## src/design/bpi_pkg.sv

```systemverilog
package bpi_pkg;

    // Fraction scale: a fraction value f stands for f / 2^FRAC_BITS.
    localparam int FRAC_BITS = 8;

    // Fixed field widths of the channels.
    localparam int FRAC_W = 8;
    localparam int PIX_W  = 8;
    localparam int ROW_W  = 32;
    localparam int TAPS   = 4;

    // The weight magnitude is set by the larger of the scale and the fraction field.
    localparam int WIDE_FB = (FRAC_BITS > FRAC_W) ? FRAC_BITS : FRAC_W;

    // Datapath widths, all two's complement.
    localparam int WGT_W   = 3 * WIDE_FB + 4;
    localparam int PP_W    = WGT_W + PIX_W + 1;
    localparam int H_W     = WGT_W + PIX_W + 3;
    localparam int H_LO_W  = H_W / 2;
    localparam int H_HI_W  = H_W - H_LO_W;
    localparam int PLO_W   = WGT_W + H_LO_W + 1;
    localparam int PHI_W   = WGT_W + H_HI_W;
    localparam int ACC_W   = WGT_W + H_W + 2;

    // The exact result is the accumulator divided by 2^RES_SHIFT.
    localparam int RES_SHIFT = 6 * FRAC_BITS + 2;

    // Register stages from input to output register.
    localparam int NUM_STAGES = 9;

    typedef logic [FRAC_W-1:0]        t_frac;
    typedef logic signed [WGT_W-1:0]  t_wgt;
    typedef logic signed [PP_W-1:0]   t_pp;
    typedef logic signed [H_W-1:0]    t_h;
    typedef logic signed [PLO_W-1:0]  t_plo;
    typedef logic signed [PHI_W-1:0]  t_phi;
    typedef logic signed [ACC_W-1:0]  t_acc;

    localparam logic [PIX_W-1:0] PIX_MAX = '1;

    // Largest accumulator value whose exact result is not above the top sample.
    localparam t_acc SAT_LIMIT = t_acc'(PIX_MAX) <<< RES_SHIFT;

    // Load enables of the three stages of a weight unit.
    typedef struct packed {
        logic en_sq;
        logic en_cube;
        logic en_wgt;
    } t_wgt_en;

endpackage

```

## src/design/bpi_weights.sv

```systemverilog
module bpi_weights (
    input  logic             i_clk,
    input  bpi_pkg::t_wgt_en i_en,
    input  bpi_pkg::t_frac   i_frac,
    output bpi_pkg::t_wgt    o_wgt [bpi_pkg::TAPS]
);
    import bpi_pkg::*;

    localparam t_wgt TWO_S3 = t_wgt'(1) <<< (3 * FRAC_BITS + 1);

    t_frac               r_f1;
    logic [2*FRAC_W-1:0] r_sq1;
    t_frac               r_f2;
    logic [2*FRAC_W-1:0] r_sq2;
    logic [3*FRAC_W-1:0] r_cube2;
    t_wgt                r_wgt [TAPS];

    t_wgt v_fs2;
    t_wgt v_sqs;
    t_wgt v_cube;
    t_wgt n_wgt [TAPS];

    // First stage squares the fraction.
    always_ff @(posedge i_clk) begin
        if (i_en.en_sq) begin
            r_f1  <= i_frac;
            r_sq1 <= i_frac * i_frac;
        end
    end

    // Second stage forms the cube.
    always_ff @(posedge i_clk) begin
        if (i_en.en_cube) begin
            r_f2    <= r_f1;
            r_sq2   <= r_sq1;
            r_cube2 <= r_sq1 * r_f1;
        end
    end

    // Catmull-Rom weights scaled by 2*S^3; only shifts and adds remain.
    always_comb begin
        v_fs2    = t_wgt'(r_f2) <<< (2 * FRAC_BITS);
        v_sqs    = t_wgt'(r_sq2) <<< FRAC_BITS;
        v_cube   = t_wgt'(r_cube2);
        n_wgt[0] = (v_sqs <<< 1) - v_fs2 - v_cube;
        n_wgt[1] = TWO_S3 - (v_sqs <<< 2) - v_sqs + (v_cube <<< 1) + v_cube;
        n_wgt[2] = v_fs2 + (v_sqs <<< 2) - (v_cube <<< 1) - v_cube;
        n_wgt[3] = v_cube - v_sqs;
    end

    always_ff @(posedge i_clk) begin
        if (i_en.en_wgt) begin
            for (int i = 0; i < TAPS; i++) begin
                r_wgt[i] <= n_wgt[i];
            end
        end
    end

    always_comb begin
        for (int i = 0; i < TAPS; i++) begin
            o_wgt[i] = r_wgt[i];
        end
    end

endmodule

```

## config.mk

```make
export PLATFORM = sky130hd
export DESIGN_NAME = bpi_weights
export DESIGN_NICKNAME = d
export VERILOG_FILES = /design/src/design/bpi_pkg.sv /design/src/design/bpi_weights.sv
export SDC_FILE = /design/constraint.sdc
export NUM_CORES = 1
export LEC_CHECK = 0
export BUFFER_PORTS_ARGS = -buffer_cell sky130_fd_sc_hd__buf_2
export CORE_ASPECT_RATIO = 1.75
export CORE_UTILIZATION = 63
export CTS_CLUSTER_DIAMETER = 80
export DETAILED_ROUTE_END_ITERATION = 6
export GPL_TIMING_DRIVEN = 0
export PLACE_DENSITY = 0.83
export SYNTH_ARGS = -nofsm -noshare
export SYNTH_HDL_FRONTEND = slang
export SYNTH_SLANG_ARGS = --single-unit
```

## constraint.sdc

```tcl
create_clock -name i_clk -period 6.5 [get_ports i_clk]
set_input_delay 0.65 -clock i_clk [delete_from_list [all_inputs] [get_ports i_clk]]
set_output_delay 0.65 -clock i_clk [all_outputs]
set_load 0.05 [all_outputs]
```

==> reports/metrics.cfg <==
[clock_network]
clkSlewWorstSetupHoldPaths_ns=0.07
cts_buffer_depth=2
clock_latency_ns=0.46
cts_resized=0
cts.sinks=171
tritoncts=yes
postCtsSetupBuffers=0
cts_max_level=4
cts_root_buf=clkbuf_16
cts_made_buffers=17
cts_hold_buf=0

[finish]
final_nets=2184
synthToLayoutAreaGrowth_pct=9.712
stdcell_area_um2=18910
seqCellArea_um2=5135
antennaDiodeCount=0
fillers=1903
final_cells=2183
layout-drive-gt1-share_pct=9.676
multi_input_area_um2=10980

[synthesis]
async_reset_ff_share_pct=0
netlist_instances=1661
netlist.area_leader.share_pct=29.79
seq_area_frac_synth_pct=29.79
synth.avg_cell_area_um2=10.38
synthTopCellsByArea=edfxtp_1 (30%), fa_1 (18%), ha_1 (15%), inv_1 (5.8%), xnor2_1 (4.8%)
yosys_warnings=0
synth_area_leader_cell=edfxtp_1
synth-edff-count=171
syn-cell-area_um2=17240
synth_ff_type=edfxtp_1
ys_types=63
synth_seq_cells=171

[global_route]
grt_pass1_vias=13230
grt_antenna_before_repair=0
grt_pass1_wl_um=61220
grt_overflow=0
grt_usage_pct=28.17
grt_max_degree=84

[sta]
slew_headroom_pct=36.37
finalSetupViolCount=0
rsz0062_at_grt=false
max_freq_mhz=172.2
finalCriticalPeriod_ns=5.806
slew_viol_final=0
fin_setup_tns_ns=0
timing.final.crit_share_pct=89.32
fin_skew_ns=0.006738
tightest_slew_ns=0.9545
final_hold_viol_count=0

[setup_path]
slowest_stage=fa_1
endpoint_kind=register
cpMostUsedCell=fa_1
reg2regPathDepth=15
rr_startpoint=r_f1[2]
required_ns=6.71
path_buf_inv=3
cp_slowest_stage_delay_ns=0.55
path_cells=clkbuf_1 -> and2_1 -> fa_1 -> fa_1 -> fa_1 -> inv_1 -> fa_1 -> inv_1 -> ha_1 -> a2111oi_0 -> o21ai_1 -> a41oi_1 -> o41a_1 -> a31oi_1 -> xor2_1
crit_type=reg -> reg
crit_arrival_ns=6.02
r2r_slack_ns=0.69
reg2reg_to=r_cube2[22]
crit_path_start_kind=register
worst_path_dominant_cell_family=adder cells
path_max_fanout=10

[detailed_routing]
vias=12580
ant_nets=0
remaining_drc_errors=0
drt_iter0_markers=854
firstDrtPassIters=5
via_per_inst=5.763
routed_wl_um=37530
wl_per_cell_um=17.19

[floorplan]
design.die.area_um2=28050
die_w_um=127.0
die_height_um=220.8
initial_core_util_pct=64.35
io_pins=124
rows=79
coreArea_um2=26790

[placement]
hpwl_um=30520
dpl_cell_area_um2=18350
gp_congestion=0.9809
portBuffers=123
dp_cells=2151

[min_path]
hold_path_end=r_f1[1]
hold_depth=1
min_path_type=in -> reg
min_from=i_frac[1]

[flow_run]
drv_cap=0

[outcome]
status=complete, no violations

cells in the final DEF, fill, tap and decap left out, types with 5 or more instances in the layout:
cell,count
buf_4,9
clkbuf_16,17
and2_1,126
nor2b_1,18
edfxtp_1,171
buf_2,122
xor2_1,30
ha_1,207
a21oi_1,96
nor2_1,63
nor4_1,5
and3_1,6
a41oi_1,5
a21boi_0,5
nor3_1,26
nand3_1,23
nand4_1,5
xnor2_1,95
a21o_1,58
o21a_1,12
o211ai_1,7
inv_1,266
o21ai_0,50
nand2_1,88
clkbuf_1,19
a211oi_1,14
a31oi_1,8
fa_1,159
o21bai_1,10
nand2b_1,13
per-stage QoR:
step	util [%]	hold WS, ns	setup slack [ns]
2_1_floorplan	-	0.4264	1.692
3_3_place_gp	68.38	0.4391	0.8737
3_5_place_dp	68.49	0.4428	0.7391
4_1_cts	70.60	0.3776	0.6879
5_1_grt	70.60	0.3908	0.5036
6_report	70.60	0.3954	0.6939
logic make-up after synthesis:
logic type | Yosys count | share of synthesized area [%]
AOI/OAI and AO/OA | 312 | 11.82
xor gates and xnor gates | 125 | 6.351
adders and majority gates | 366 | 33.49
buffers and inverters | 293 | 6.554
DFF | 171 | 29.79
muxes | 5 | 0.3121
other | 2 | 0.04357
and+or+nand+nor | 387 | 11.64
cell type report:
type                       instances  area share (%)
buffer                            27          0.6947
clock buffer                      17           2.249
clock inverter                    15          0.7410
inverter                         266           5.280
multi-input combinational       1199           58.06
sequential                       171           27.15
tap                              364           2.408
timing repair buffer             124           3.414
registers in the layout (all words and copies together), names as in the netlist:
name / count
r_cube2: 23
r_sq1: 14
r_f1: 8
r_f2: 8
r_wgt: 104
r_sq2: 14
metal layers:
layer,GRT usage (%),wire (µm),vias up
li1,-,-,5923
met1,27.46,13070,6167
met2,54.01,20970,356
met3,3.167,1148,135
met4,19.62,2336,0
met5,0,0,-
worst register-to-register path: stages, from the launching register on:
cell       delay (ns)
edfxtp_1         0.54
clkbuf_1         0.53
and2_1           0.25
fa_1             0.43
fa_1             0.48
fa_1             0.55
inv_1            0.06
fa_1             0.53
inv_1            0.06
ha_1             0.35
a2111oi_0        0.47
o21ai_1          0.21
a41oi_1          0.44
o41a_1           0.33
a31oi_1          0.15
xor2_1           0.16
synthesized netlist by cell type (6+ instances only):
library cell / number
nor2b_1: 18
a21oi_1: 96
fa_1: 159
clkbuf_1: 19
xnor2_1: 95
o21ai_0: 50
buf_4: 8
nor3_1: 26
a21o_1: 58
inv_1: 266
o21a_1: 12
edfxtp_1: 171
o211ai_1: 7
nand3_1: 23
nand2b_1: 13
and2_1: 126
a31oi_1: 8
nand2_1: 88
a211oi_1: 14
xor2_1: 30
o21bai_1: 10
and3_1: 6
nor2_1: 63
ha_1: 207
how the worst max path moves through the flow:
stage	start	slack, ns	end	cells after the start
floorplan	r_f1[7]	1.69	r_cube2[23]	18
global placement	r_f1[6]	0.87	r_cube2[22]	15
detailed placement	r_f1[4]	0.74	r_cube2[22]	15
CTS	r_f1[4]	0.69	r_cube2[22]	15
global route	r_f1[4]	0.50	r_cube2[22]	15
finish	r_f1[2]	0.69	r_cube2[22]	15
Power is not shown: default switching activity piles up to over one toggle a cycle in this logic, so the estimate is an artifact.
